File: src/hw/rtl/vcc_pkg.sv
`default_nettype none

package vcc_pkg;

  // width of the stock and credit counters
  localparam int unsigned COUNT_BITS = 8;
  // width of the amount and count fields on the channels
  localparam int unsigned FIELD_BITS = 8;
  localparam int unsigned PIN_BITS   = 17;
  // wide enough for a saturating add and compares of a count and an amount
  localparam int unsigned WIDE_BITS  =
      ((COUNT_BITS > FIELD_BITS) ? COUNT_BITS : FIELD_BITS) + 1;

  localparam logic [PIN_BITS-1:0]   PIN_RESET = PIN_BITS'(54321);
  localparam logic [COUNT_BITS-1:0] COUNT_MAX = '1;

  typedef logic [COUNT_BITS-1:0] count_t;
  typedef logic [WIDE_BITS-1:0]  wide_t;

  typedef enum logic [2:0] {
    OP_INSERT = 3'd0,
    OP_SELECT = 3'd1,
    OP_REJECT = 3'd2,
    OP_STOCK  = 3'd3,
    OP_DISP   = 3'd4,
    OP_PIN    = 3'd5,
    OP_EXIT   = 3'd6
  } op_e;

  typedef enum logic [2:0] {
    MODE_EMPTY    = 3'd0,
    MODE_NOCREDIT = 3'd1,
    MODE_CREDIT   = 3'd2,
    MODE_DISPENSE = 3'd3,
    MODE_MAINT    = 3'd4
  } mode_e;

  typedef enum logic [2:0] {
    ST_DONE     = 3'd0,
    ST_REFUSED  = 3'd1,
    ST_BADPIN   = 3'd2,
    ST_NOSTOCK  = 3'd3,
    ST_NOCREDIT = 3'd4
  } status_e;

  // one input event
  typedef struct packed {
    logic [2:0]            operation;
    logic [FIELD_BITS-1:0] amount;
    logic [PIN_BITS-1:0]   pin_code;
  } item_t;

  // controller state
  typedef struct packed {
    mode_e  mode;
    count_t stock;
    count_t credit;
  } state_t;

  // one result
  typedef struct packed {
    logic [2:0]            status;
    logic [2:0]            mode;
    logic [FIELD_BITS-1:0] stock_count;
    logic [FIELD_BITS-1:0] credit_count;
  } result_t;

  // low field bits of a count, zero filled when the count is narrower
  function automatic logic [FIELD_BITS-1:0] count_to_field(count_t c);
    logic [FIELD_BITS-1:0] r;
    r = '0;
    for (int unsigned i = 0; i < FIELD_BITS; i++) begin
      if (i < COUNT_BITS) begin
        r[i] = c[i];
      end
    end
    return r;
  endfunction

  // saturating add of an amount to a count
  function automatic count_t sat_add(count_t c, logic [FIELD_BITS-1:0] a);
    wide_t s;
    s = WIDE_BITS'(c) + WIDE_BITS'(a);
    return (s > WIDE_BITS'(COUNT_MAX)) ? COUNT_MAX : COUNT_BITS'(s);
  endfunction

endpackage

`default_nettype wire

File: src/hw/rtl/vcc_if.sv
`default_nettype none

// event channel
interface vcc_item_if;
  logic                          valid;
  logic                          ready;
  logic [2:0]                    operation;
  logic [vcc_pkg::FIELD_BITS-1:0] amount;
  logic [vcc_pkg::PIN_BITS-1:0]   pin_code;

  modport source (output valid, output operation, output amount, output pin_code,
                  input ready);
  modport sink   (input valid, input operation, input amount, input pin_code,
                  output ready);
endinterface

// result channel
interface vcc_result_if;
  logic                          valid;
  logic                          ready;
  logic [2:0]                    status;
  logic [2:0]                    mode;
  logic [vcc_pkg::FIELD_BITS-1:0] stock_count;
  logic [vcc_pkg::FIELD_BITS-1:0] credit_count;

  modport source (output valid, output status, output mode, output stock_count,
                  output credit_count, input ready);
  modport sink   (input valid, input status, input mode, input stock_count,
                  input credit_count, output ready);
endinterface

// pin write channel
interface vcc_cfg_if;
  logic                         valid;
  logic                         ready;
  logic [vcc_pkg::PIN_BITS-1:0] data;

  modport source (output valid, output data, input ready);
  modport sink   (input valid, input data, output ready);
endinterface

`default_nettype wire

File: src/hw/rtl/vending_credit_controller.sv
`default_nettype none

// channel   dir  payload                                         role
// item_i    in   operation[2:0] amount[7:0] pin_code[16:0]       event to apply
// result_o  out  status[2:0] mode[2:0] stock_count credit_count  outcome of event
// cfg_i     in   data[16:0]                                      maintenance pin
//
// one event per cycle sustained while results are taken: an event waits in
// the input register, then the mode/count update and the result register
// load together. result valid rises when the result register loads the event.
// reset: out of stock, zero counts, pin 54321; no clearing pass.
// a stalled result holds the result register and, one event later, the input
// register; the pin channel is always ready.
module vending_credit_controller (
  input wire logic   clk_i,
  input wire logic   rst_ni,
  vcc_item_if.sink   item_i,
  vcc_result_if.source result_o,
  vcc_cfg_if.sink    cfg_i
);

  vcc_pkg::item_t                in_item;
  vcc_pkg::item_t                held_item;
  logic                          held_valid;
  logic                          advance;
  logic                          out_valid_q, out_valid_d;
  vcc_pkg::result_t              res_q;
  vcc_pkg::state_t               state_q;
  vcc_pkg::state_t               state_d;
  vcc_pkg::status_e              status_next;
  logic [vcc_pkg::PIN_BITS-1:0]  pin_q;
  logic                          load;

  assign in_item.operation = item_i.operation;
  assign in_item.amount    = item_i.amount;
  assign in_item.pin_code  = item_i.pin_code;

  // the result register frees up when empty or taken this cycle
  assign advance = !out_valid_q || result_o.ready;
  assign load    = advance && held_valid;

  // input register
  vcc_in_stage u_in_stage (
    .clk_i     (clk_i),
    .rst_ni    (rst_ni),
    .valid_i   (item_i.valid),
    .ready_o   (item_i.ready),
    .item_i    (in_item),
    .advance_i (advance),
    .valid_o   (held_valid),
    .item_o    (held_item)
  );

  // event decode and count update
  vcc_step u_step (
    .state_i  (state_q),
    .item_i   (held_item),
    .pin_i    (pin_q),
    .state_o  (state_d),
    .status_o (status_next)
  );

  // pin register, written on transfer
  assign cfg_i.ready = 1'b1;

  always_ff @(posedge clk_i or negedge rst_ni) begin
    if (!rst_ni) begin
      pin_q <= vcc_pkg::PIN_RESET;
    end else if (cfg_i.valid) begin
      pin_q <= cfg_i.data;
    end
  end

  // mode and counts
  always_ff @(posedge clk_i or negedge rst_ni) begin
    if (!rst_ni) begin
      state_q.mode   <= vcc_pkg::MODE_EMPTY;
      state_q.stock  <= '0;
      state_q.credit <= '0;
    end else if (load) begin
      state_q <= state_d;
    end
  end

  // result valid
  always_comb begin
    out_valid_d = out_valid_q;
    if (advance) begin
      out_valid_d = held_valid;
    end
  end

  always_ff @(posedge clk_i or negedge rst_ni) begin
    if (!rst_ni) begin
      out_valid_q <= 1'b0;
    end else begin
      out_valid_q <= out_valid_d;
    end
  end

  // result payload
  always_ff @(posedge clk_i) begin
    if (load) begin
      res_q.status       <= status_next;
      res_q.mode         <= state_d.mode;
      res_q.stock_count  <= vcc_pkg::count_to_field(state_d.stock);
      res_q.credit_count <= vcc_pkg::count_to_field(state_d.credit);
    end
  end

  assign result_o.valid        = out_valid_q;
  assign result_o.status       = res_q.status;
  assign result_o.mode         = res_q.mode;
  assign result_o.stock_count  = res_q.stock_count;
  assign result_o.credit_count = res_q.credit_count;

`ifndef SYNTHESIS
  // a refused event leaves mode and counts alone
  a_refused_keeps_state: assert property (@(posedge clk_i) disable iff (!rst_ni)
    (load && status_next == vcc_pkg::ST_REFUSED) |=>
      (state_q.mode == $past(state_q.mode) && state_q.stock == $past(state_q.stock) &&
       state_q.credit == $past(state_q.credit)))
    else $error("refused event changed state");

  // a pending result always shows the current mode
  a_result_tracks_mode: assert property (@(posedge clk_i) disable iff (!rst_ni)
    out_valid_q |-> (res_q.mode == state_q.mode))
    else $error("result mode differs from held mode");

  // dispensing is entered only by a select
  a_dispense_from_select: assert property (@(posedge clk_i) disable iff (!rst_ni)
    (load && state_d.mode == vcc_pkg::MODE_DISPENSE &&
     state_q.mode != vcc_pkg::MODE_DISPENSE) |-> (held_item.operation == vcc_pkg::OP_SELECT))
    else $error("dispensing entered without select");

  // maintenance is entered only from out of stock or no credit
  a_maint_entry: assert property (@(posedge clk_i) disable iff (!rst_ni)
    (load && state_d.mode == vcc_pkg::MODE_MAINT && state_q.mode != vcc_pkg::MODE_MAINT)
      |-> (state_q.mode == vcc_pkg::MODE_EMPTY || state_q.mode == vcc_pkg::MODE_NOCREDIT))
    else $error("maintenance entered from wrong mode");
`endif

endmodule

`default_nettype wire

File: src/hw/rtl/vcc_in_stage.sv
`default_nettype none

module vcc_in_stage (
  input  wire logic           clk_i,
  input  wire logic           rst_ni,
  input  wire logic           valid_i,
  output      logic           ready_o,
  input  wire vcc_pkg::item_t item_i,
  input  wire logic           advance_i,
  output      logic           valid_o,
  output      vcc_pkg::item_t item_o
);

  logic           valid_q, valid_d;
  vcc_pkg::item_t item_q;

  // take a new event when none is held or whenever the held one moves on this cycle
  assign ready_o = !valid_q || advance_i;

  always_comb begin
    valid_d = valid_q;
    if (ready_o) begin
      valid_d = valid_i;
    end
  end

  // valid flag
  always_ff @(posedge clk_i or negedge rst_ni) begin
    if (!rst_ni) begin
      valid_q <= 1'b0;
    end else begin
      valid_q <= valid_d;
    end
  end

  // payload, loaded on transfer
  always_ff @(posedge clk_i) begin
    if (valid_i && ready_o) begin
      item_q <= item_i;
    end
  end

  assign valid_o = valid_q;
  assign item_o  = item_q;

endmodule

`default_nettype wire

File: src/hw/rtl/vcc_step.sv
`default_nettype none

module vcc_step (
  input  wire vcc_pkg::state_t             state_i,
  input  wire vcc_pkg::item_t              item_i,
  input  wire logic [vcc_pkg::PIN_BITS-1:0] pin_i,
  output      vcc_pkg::state_t             state_o,
  output      vcc_pkg::status_e            status_o
);

  vcc_pkg::wide_t stock_w;
  vcc_pkg::wide_t credit_w;
  vcc_pkg::wide_t amount_w;

  assign stock_w  = vcc_pkg::WIDE_BITS'(state_i.stock);
  assign credit_w = vcc_pkg::WIDE_BITS'(state_i.credit);
  assign amount_w = vcc_pkg::WIDE_BITS'(item_i.amount);

  // event decode against the current mode
  always_comb begin
    state_o  = state_i;
    status_o = vcc_pkg::ST_REFUSED;
    unique case (item_i.operation)
      vcc_pkg::OP_INSERT: begin
        if (state_i.mode == vcc_pkg::MODE_NOCREDIT || state_i.mode == vcc_pkg::MODE_CREDIT) begin
          state_o.credit = vcc_pkg::sat_add(state_i.credit, item_i.amount);
          state_o.mode   = vcc_pkg::MODE_CREDIT;
          status_o       = vcc_pkg::ST_DONE;
        end
      end
      vcc_pkg::OP_SELECT: begin
        if (state_i.mode == vcc_pkg::MODE_CREDIT) begin
          if (stock_w < amount_w) begin
            status_o = vcc_pkg::ST_NOSTOCK;
          end else if (credit_w < amount_w) begin
            status_o = vcc_pkg::ST_NOCREDIT;
          end else begin
            state_o.stock  = vcc_pkg::COUNT_BITS'(stock_w - amount_w);
            state_o.credit = vcc_pkg::COUNT_BITS'(credit_w - amount_w);
            state_o.mode   = vcc_pkg::MODE_DISPENSE;
            status_o       = vcc_pkg::ST_DONE;
          end
        end
      end
      vcc_pkg::OP_REJECT: begin
        if (state_i.mode == vcc_pkg::MODE_CREDIT) begin
          state_o.credit = '0;
          state_o.mode   = vcc_pkg::MODE_NOCREDIT;
          status_o       = vcc_pkg::ST_DONE;
        end
      end
      vcc_pkg::OP_STOCK: begin
        if (state_i.mode == vcc_pkg::MODE_MAINT) begin
          state_o.stock = vcc_pkg::sat_add(state_i.stock, item_i.amount);
          status_o      = vcc_pkg::ST_DONE;
        end
      end
      vcc_pkg::OP_DISP: begin
        if (state_i.mode == vcc_pkg::MODE_DISPENSE) begin
          if (state_i.stock == '0) begin
            state_o.mode = vcc_pkg::MODE_EMPTY;
          end else if (state_i.credit == '0) begin
            state_o.mode = vcc_pkg::MODE_NOCREDIT;
          end else begin
            state_o.mode = vcc_pkg::MODE_CREDIT;
          end
          status_o = vcc_pkg::ST_DONE;
        end
      end
      vcc_pkg::OP_PIN: begin
        if (state_i.mode == vcc_pkg::MODE_EMPTY || state_i.mode == vcc_pkg::MODE_NOCREDIT) begin
          if (item_i.pin_code == pin_i) begin
            state_o.mode = vcc_pkg::MODE_MAINT;
            status_o     = vcc_pkg::ST_DONE;
          end else begin
            status_o = vcc_pkg::ST_BADPIN;
          end
        end
      end
      vcc_pkg::OP_EXIT: begin
        if (state_i.mode == vcc_pkg::MODE_MAINT) begin
          state_o.mode = (state_i.stock == '0) ? vcc_pkg::MODE_EMPTY : vcc_pkg::MODE_NOCREDIT;
          status_o     = vcc_pkg::ST_DONE;
        end
      end
      default: begin
        status_o = vcc_pkg::ST_REFUSED;
      end
    endcase
  end

endmodule

`default_nettype wire

File: src/flat_wrapper.sv
// flat-port wrapper written by rule: the top's interface ports become plain ports
module vending_credit_controller_flat 
  (clk_i, rst_ni, item_i_valid, item_i_operation, item_i_amount, item_i_pin_code, item_i_ready, result_o_valid, result_o_status, result_o_mode, result_o_stock_count, result_o_credit_count, result_o_ready, cfg_i_valid, cfg_i_data, cfg_i_ready);
  vcc_item_if item_i_i ();
  vcc_result_if result_o_i ();
  vcc_cfg_if cfg_i_i ();
  input wire logic clk_i;
  input wire logic rst_ni;
  input wire logic [$bits(item_i_i.valid)-1:0] item_i_valid;
  input wire logic [$bits(item_i_i.operation)-1:0] item_i_operation;
  input wire logic [$bits(item_i_i.amount)-1:0] item_i_amount;
  input wire logic [$bits(item_i_i.pin_code)-1:0] item_i_pin_code;
  output wire logic [$bits(item_i_i.ready)-1:0] item_i_ready;
  output wire logic [$bits(result_o_i.valid)-1:0] result_o_valid;
  output wire logic [$bits(result_o_i.status)-1:0] result_o_status;
  output wire logic [$bits(result_o_i.mode)-1:0] result_o_mode;
  output wire logic [$bits(result_o_i.stock_count)-1:0] result_o_stock_count;
  output wire logic [$bits(result_o_i.credit_count)-1:0] result_o_credit_count;
  input wire logic [$bits(result_o_i.ready)-1:0] result_o_ready;
  input wire logic [$bits(cfg_i_i.valid)-1:0] cfg_i_valid;
  input wire logic [$bits(cfg_i_i.data)-1:0] cfg_i_data;
  output wire logic [$bits(cfg_i_i.ready)-1:0] cfg_i_ready;
  assign item_i_i.valid = item_i_valid;
  assign item_i_i.operation = item_i_operation;
  assign item_i_i.amount = item_i_amount;
  assign item_i_i.pin_code = item_i_pin_code;
  assign item_i_ready = item_i_i.ready;
  assign result_o_valid = result_o_i.valid;
  assign result_o_status = result_o_i.status;
  assign result_o_mode = result_o_i.mode;
  assign result_o_stock_count = result_o_i.stock_count;
  assign result_o_credit_count = result_o_i.credit_count;
  assign result_o_i.ready = result_o_ready;
  assign cfg_i_i.valid = cfg_i_valid;
  assign cfg_i_i.data = cfg_i_data;
  assign cfg_i_ready = cfg_i_i.ready;
  vending_credit_controller u_core (.clk_i(clk_i), .rst_ni(rst_ni), .item_i(item_i_i), .result_o(result_o_i), .cfg_i(cfg_i_i));
endmodule
File: config.mk
export PLATFORM = sky130hd
export DESIGN_NAME = vending_credit_controller_flat
export DESIGN_NICKNAME = d
export VERILOG_FILES = /design/src/hw/rtl/vcc_pkg.sv /design/src/hw/rtl/vcc_if.sv /design/src/hw/rtl/vending_credit_controller.sv /design/src/hw/rtl/vcc_in_stage.sv /design/src/hw/rtl/vcc_step.sv /design/src/flat_wrapper.sv
export SDC_FILE = /design/constraint.sdc
export NUM_CORES = 1
export LEC_CHECK = 0
export BUFFER_PORTS_ARGS = -buffer_cell sky130_fd_sc_hd__buf_4
export CAP_MARGIN = 25
export CORE_ASPECT_RATIO = 0.9
export CORE_MARGIN = 2
export CORE_UTILIZATION = 59
export CTS_CLUSTER_DIAMETER = 40
export DETAILED_ROUTE_END_ITERATION = 16
export PLACE_DENSITY = 0.81
export SLEW_MARGIN = 40
export SYNTH_ARGS = -nofsm -noshare
export SYNTH_HDL_FRONTEND = slang
export SYNTH_SLANG_ARGS = --single-unit
File: constraint.sdc
create_clock -name clk_i -period 2.95 [get_ports clk_i]
set_input_delay 0.295 -clock clk_i [delete_from_list [all_inputs] [get_ports clk_i]]
set_output_delay 0.295 -clock clk_i [all_outputs]
set_load 0.01 [all_outputs]
==> results of run 1 <==
[flip-flops by register name (all words and copies together), names as in the netlist]
register,cells
u_core.result_o.status,3
u_core.result_o.stock_count,8
u_core.pin_q,17
u_core.result_o.valid,1
u_core.result_o.mode,3
u_core.state_q,19
u_core.u_in_stage.item_o,28
u_core.result_o.credit_count,8
u_core.u_in_stage.valid_o,1
[per-layer routing]
| metal | part of all wire, % | GRT usage, % |
|---|---|---|
| met5 | 0 | 0 |
| met4 | 2.4 | 9.848 |
| met3 | 8.1 | 6.372 |
| met2 | 48 | 49.31 |
| met1 | 42 | 37.97 |
[cell type report]
type                            instances  area share, %
Timing Repair Buffer                  108          12.14
Clock buffer                            9          1.849
Inverter                               40          2.241
Multi-Input combinational cell        399          43.57
Clock inverter                          7          1.177
Sequential cell                        88          36.74
Tap cell                              122          2.279
[through the flow]
stage	power, mW	hold slack (ns)	cells
floorplan	2.629	-0.0005911	551
global placement	3.071	0.3019	753
detailed placement	3.105	0.3032	753
CTS	3.982	0.09312	773
global route	4.226	0.08705	773
finish	4.022	0.1056	773
[synthesized netlist by cell type (3+ instances only)]
library cell  count  share of area, %
edfxtp_1         50                27
inv_1            39               2.6
o21ai_0          39               3.5
nor2_1           36               2.4
ha_1             32               7.1
dfrtp_1          31                14
nand2_1          29               1.9
a21oi_1          25               2.2
mux2_2           20               4.0
nand2b_1         14               1.6
xor2_1           13               2.0
a31oi_1          12               1.3
nor3_1           11              0.98
nor4_1           11               1.2
xnor2_1          11               1.7
buf_2            10              0.89
a211oi_1          9               1.2
clkbuf_1          8              0.54
or3_1             8              0.89
a21o_1            7              0.94
dfstp_2           7               3.3
nand3_1           7              0.63
o21bai_1          7              0.94
a221oi_1          5              0.78
and2_1            5              0.56
nor2b_1           5              0.56
o21a_1            5              0.67
o22ai_1           5              0.56
and3_1            4              0.45
fa_1              4               1.4
nand4_1           4              0.45
nor3b_1           4              0.54
o211ai_1          4              0.54
o2bb2ai_1         4              0.63
a22o_1            3              0.47
buf_4             3              0.40
nand3b_1          3              0.40
o21ai_1           3              0.27
o41ai_1           3              0.47
or2_2             3              0.34
or4_1             3              0.40
[critical path, cell delays in order (launching register included)]
cell	delay [ns]
edfxtp_1	0.52
ha_1	0.25
inv_1	0.08
fa_1	0.24
a211oi_2	0.10
o21ai_1	0.24
and2_1	0.28
a21oi_2	0.17
or3_1	0.48
a221o_1	0.37
[what timing repair did]
action,in CTS,in global routing
buffers inserted,3,0
endpoints found under the setup margin,4,30
pin swaps,2,6
cloned,0,0
gates resized for setup,1,13
hold buffers,1,0
endpoints found under the hold margin,31,0
[power breakdown]
part           switching [mW]  leakage, nW  internal, mW
clock                   0.457       0.0998         0.402
combinational           0.886         1.74         0.676
sequential              0.116        0.943          1.48
[kinds of logic after synthesis]
logic type                 Yosys count  share of synthesized area (%)
DFF                                 88                          43.93
and+or+nand+nor                    154                          14.63
other                                1                        0.06693
buffers and inverters               64                          4.846
muxes                               21                          4.198
AOI/OAI and AO/OA                  163                          20.01
adders and majority gates           36                          8.575
xor gates and xnor gates            24                          3.752
[path summary, 6_finish.rpt]
| check | end | startpoint | depth (start not counted) |
|---|---|---|---|
| max reg2reg | u_core.state_q[6] | u_core.u_in_stage.item_o[17] | 9 |
| min | u_core.u_in_stage.item_o[23] | item_i_amount[6] | 1 |
| min in group asynchronous | u_core.pin_q[13] | rst_ni | 2 |
| max in group asynchronous | u_core.pin_q[0] | rst_ni | 2 |
| min reg2reg | u_core.pin_q[2] | u_core.pin_q[2] | 1 |
| max | u_core.state_q[6] | u_core.u_in_stage.item_o[17] | 9 |
==> impl_metrics.env, run 1 <==
export IMPL_drtIter0Drc=369
export IMPL_h_tree_depth=3
export IMPL_regArea_um2=2461
export IMPL_rows=33
export IMPL_postRouteAntennaNets=0
export IMPL_num_vias=4848
export IMPL_grt_max_degree=39
export IMPL_gr_total_overflow=0
export IMPL_reg2reg_slack_ns=0.1
export IMPL_cp_required_ns=3.20
export IMPL_synthArstFlopShare_pct=43.18
export IMPL_design_area_um2=6699
export IMPL_initial_core_util_pct=61.12
export IMPL_drt_pass1_iterations=5
export IMPL_multi_input_area_um2=2919
export IMPL_root_buffer="clkbuf_8"
export IMPL_insertion_delay_ns=0.36
export IMPL_cts_clk_slew_worst_paths_ns=0.09
export IMPL_worstSetupPathType="reg2reg"
export IMPL_slew_violations=0
export IMPL_fin_crit_ns=2.853
export IMPL_final_common_cell="buf_4"
export IMPL_dieHeight_um=96.45
export IMPL_ir_worst_vdd_mv=0.5132
export IMPL_dp_hpwl_um=11370
export IMPL_syn_nets=637
export IMPL_arrival_ns=3.10
export IMPL_hold_violations=0
export IMPL_seq_area_frac_synth_pct=43.93
export IMPL_cts_buffer_depth=2
export IMPL_drc=0
export IMPL_final_cell_mix="107 x buf_4, 50 x edfxtp_1, 39 x inv_1"
export IMPL_antenna_found_initial=0
export IMPL_fin_util_pct=73.08
export IMPL_numCtsBuffers=9
export IMPL_grt_usage_pct=29.26
export IMPL_period_share_pct=96.71
export IMPL_cts_tree="done"
export IMPL_startpoint_type="flop"
export IMPL_fin_nets=732
export IMPL_setup_viol=0
export IMPL_synth_enable_flop_cells=50
export IMPL_drive_gt1_share_pct=26.42
export IMPL_placedInstanceArea_um2=6415
export IMPL_dieArea_um2=10290
export IMPL_cap_violations=0
export IMPL_p_per_area_nw_per_um2=600.4
export IMPL_outcome="complete, no violations"
export IMPL_layout_setup_ws_ns=0.09706
export IMPL_fmax_ghz=0.3505
export IMPL_grt_pass1_vias=4607
export IMPL_hp_class="in2reg"
export IMPL_end_kind="flop"
export IMPL_ys_warnings_count=0
export IMPL_coreArea_um2=9166
export IMPL_place_ws_ns=-0.07671
export IMPL_drt_wl_total_um=14930
export IMPL_num_antenna_cells=0
export IMPL_dominantRegCellSynth="edfxtp_1"
export IMPL_relSlewSlack_pct=65.31
export IMPL_syn2layout_area_growth_pct=19.56
export IMPL_viasPerCell=6.272
export IMPL_synth_seq_cells=88
export IMPL_tightest_slew_ns=0.5191
export IMPL_setup_tns_ns=0
export IMPL_grt_pass1_wl_um=23010
export IMPL_num_io_pins=75
export IMPL_gp_congestion=0.9992
export IMPL_avgSynthCellArea_um2=10.17
export IMPL_wl_per_cell_um=19.31
export IMPL_io_buffer_count=73
export IMPL_finalClockSkew_ns=0.008017
export IMPL_syn_area_um2=5603
export IMPL_crit_fanout=9
export IMPL_die_x_um=106.7
export IMPL_fill_cells=689
export IMPL_synthDistinctLibCells=75
export IMPL_p_leak_nw=2.783
export IMPL_synthCells=551
export IMPL_clock_sinks=88
No activity file was read; power rests on OpenSTA's default activity.
==> inputs of run 2 (changes only) <==
- clock period: 2.95 -> 2.9 ns (I/O delays scaled with it)
==> impl_metrics.env, run 2 (synthesized netlist as in run 1, its figures left out) <==
export IMPL_startpoint_type="flop"
export IMPL_fin_nets=748
export IMPL_period_share_pct=98.52
export IMPL_final_cell_mix="123 x buf_4, 50 x edfxtp_1, 39 x inv_1, 39 x o21ai_0, 36 x nor2_1"
export IMPL_finalClockSkew_ns=0.009837
export IMPL_drt_pass1_iterations=5
export IMPL_num_io_pins=75
export IMPL_relSlewSlack_pct=60.04
export IMPL_path_cells="ha_2, inv_1, fa_2, o21bai_1, nor4b_4, o211ai_1, and3_1, o221a_2, o32ai_2"
export IMPL_final_common_cell="buf_4"
export IMPL_whs_endpoint="u_core.u_in_stage.item_o[21]"
export IMPL_wl_per_cell_um=20.56
export IMPL_dieHeight_um=96.45
export IMPL_ir_worst_vdd_mv=0.4246
export IMPL_p_per_area_nw_per_um2=621.2
export IMPL_reg2reg_slack_ns=0.04
export IMPL_initial_core_util_pct=61.12
export IMPL_placedInstanceArea_um2=6505
export IMPL_wl_met2_um=7855
export IMPL_slowest_stage="edfxtp_1"
export IMPL_viasPerCell=6.293
export IMPL_gr_total_overflow=0
export IMPL_grt_pass1_wl_um=24720
export IMPL_tightest_slew_ns=0.5981
export IMPL_wl_met1_um=6701
export IMPL_gp_congestion=1.049
export IMPL_hp_class="in2reg"
export IMPL_io_buffer_count=73
export IMPL_clock_sinks=88
export IMPL_cap_violations=0
export IMPL_place_ws_ns=-0.01239
export IMPL_slew_violations=0
export IMPL_numCtsBuffers=9
export IMPL_crit_start="u_core.u_in_stage.item_o[17]"
export IMPL_h_tree_depth=3
export IMPL_insertion_delay_ns=0.35
export IMPL_end_kind="flop"
export IMPL_rows=33
export IMPL_cts_buffer_depth=2
export IMPL_reg2reg_from="u_core.u_in_stage.item_o[17]"
export IMPL_layout_setup_ws_ns=0.04296
export IMPL_cts_tree="done"
export IMPL_cp_required_ns=3.08
export IMPL_root_buffer="clkbuf_8"
export IMPL_fin_crit_ns=2.857
export IMPL_die_x_um=106.7
export IMPL_fmax_ghz=0.3500
export IMPL_p_leak_nw=2.877
export IMPL_drt_wl_total_um=16220
export IMPL_r2r_cells=9
export IMPL_num_vias=4965
export IMPL_drtIter0Drc=400
export IMPL_drive_gt1_share_pct=28.94
export IMPL_min_from="item_i_amount[4]"
export IMPL_grt_max_degree=39
export IMPL_design_area_um2=6877
export IMPL_num_antenna_cells=0
export IMPL_stdcell_count=789
export IMPL_setup_tns_ns=0
export IMPL_setup_viol=0
export IMPL_hold_depth=1
export IMPL_outcome="complete, no violations"
export IMPL_grt_pass1_vias=4722
export IMPL_postRouteAntennaNets=0
export IMPL_antenna_found_initial=0
export IMPL_worstReg2RegEnd="u_core.result_o.stock_count[2]"
export IMPL_worst_path_largest_cell_delay_ns=0.49
export IMPL_place_inst=765
export IMPL_largest_reg_flops=28
export IMPL_coreArea_um2=9166
export IMPL_met3_wirelength_um=1297
export IMPL_dp_hpwl_um=12010
export IMPL_crit_fanout=6
export IMPL_dieArea_um2=10290
export IMPL_drc=0
export IMPL_hold_violations=0
export IMPL_worstSetupPathType="reg2reg"
export IMPL_fin_util_pct=75.02
export IMPL_syn2layout_area_growth_pct=22.73
export IMPL_dr_max_layer_used="met4"
export IMPL_arrival_ns=3.04
export IMPL_grt_usage_pct=31.48
export IMPL_cts_clk_slew_worst_paths_ns=0.10
## run 2: changes by cell type in the layout (fill, tap and decap cells not counted), sizes merged
cell,previous run,this run
clkinvlp,1,2
bufinv,1,2
buf,107,123
clkinv,3,1
inv,42,41
clkbuf,9,10
## run 2: layout make-up
type	count	area, um2
repair buffers	124	933.4
well taps	122	152.6
clock inverters	6	92.59
fillers	652	2290
flip-flops and latches	88	2461
clock buffers	10	127.6
multi-input cells	399	2959
inverters	40	150.1
## run 2: repair_timing
action | 4_1_cts | 5_1_grt
setup endpoints to repair | 1 | 23
resized for setup | 1 | 20
hold buffers | 1 | 0
endpoints found under the hold margin | 31 | 0
setup buffers | 0 | 7
pin swaps | 0 | 10
## run 2: critical path, delay by kind of cell, from the launching register on
| family | cells | cell delay [ns] |
|---|---|---|
| compound gates | 4 | 0.96 |
| fa+ha+maj | 2 | 0.63 |
| simple gates | 2 | 0.55 |
| flops | 1 | 0.49 |
| buf+inv | 1 | 0.06 |
## run 2: how the worst max path moves through the flow
stage | end | slack [ns] | depth (start not counted)
floorplan | u_core.result_o.credit_count[2] | 0.27 | 11
global placement | u_core.result_o.credit_count[2] | 0.15 | 10
detailed placement | u_core.result_o.stock_count[2] | -0.01 | 9
CTS | u_core.result_o.stock_count[2] | 0.04 | 9
global route | u_core.result_o.stock_count[2] | -0.10 | 10
finish | u_core.result_o.stock_count[2] | 0.04 | 9
## run 2: where the power goes
group | internal [mW] | switching [mW] | total (mW) | leakage, nW
Clock | 0.493 | 0.474 | 0.966 | 0.104
Combinational | 0.717 | 0.959 | 1.68 | 1.83
Sequential | 1.51 | 0.120 | 1.63 | 0.943
Total | 2.72 | 1.55 | 4.27 | 2.88
## run 2: layer usage
metal  up-vias  GRT usage, %
met1      2379         42.22
met3        37         5.231
met4         0         8.874
met5         -             0
li1       2268             -
met2       281         53.56
## run 2: through the flow
| step | total power, mW | hold WS, ns |
|---|---|---|
| global route | 4.464 | 0.09251 |
| CTS | 4.162 | 0.09887 |
| finish | 4.272 | 0.1058 |
| global placement | 3.163 | 0.3004 |
| floorplan | 2.675 | -0.005591 |
| detailed placement | 3.198 | 0.3058 |
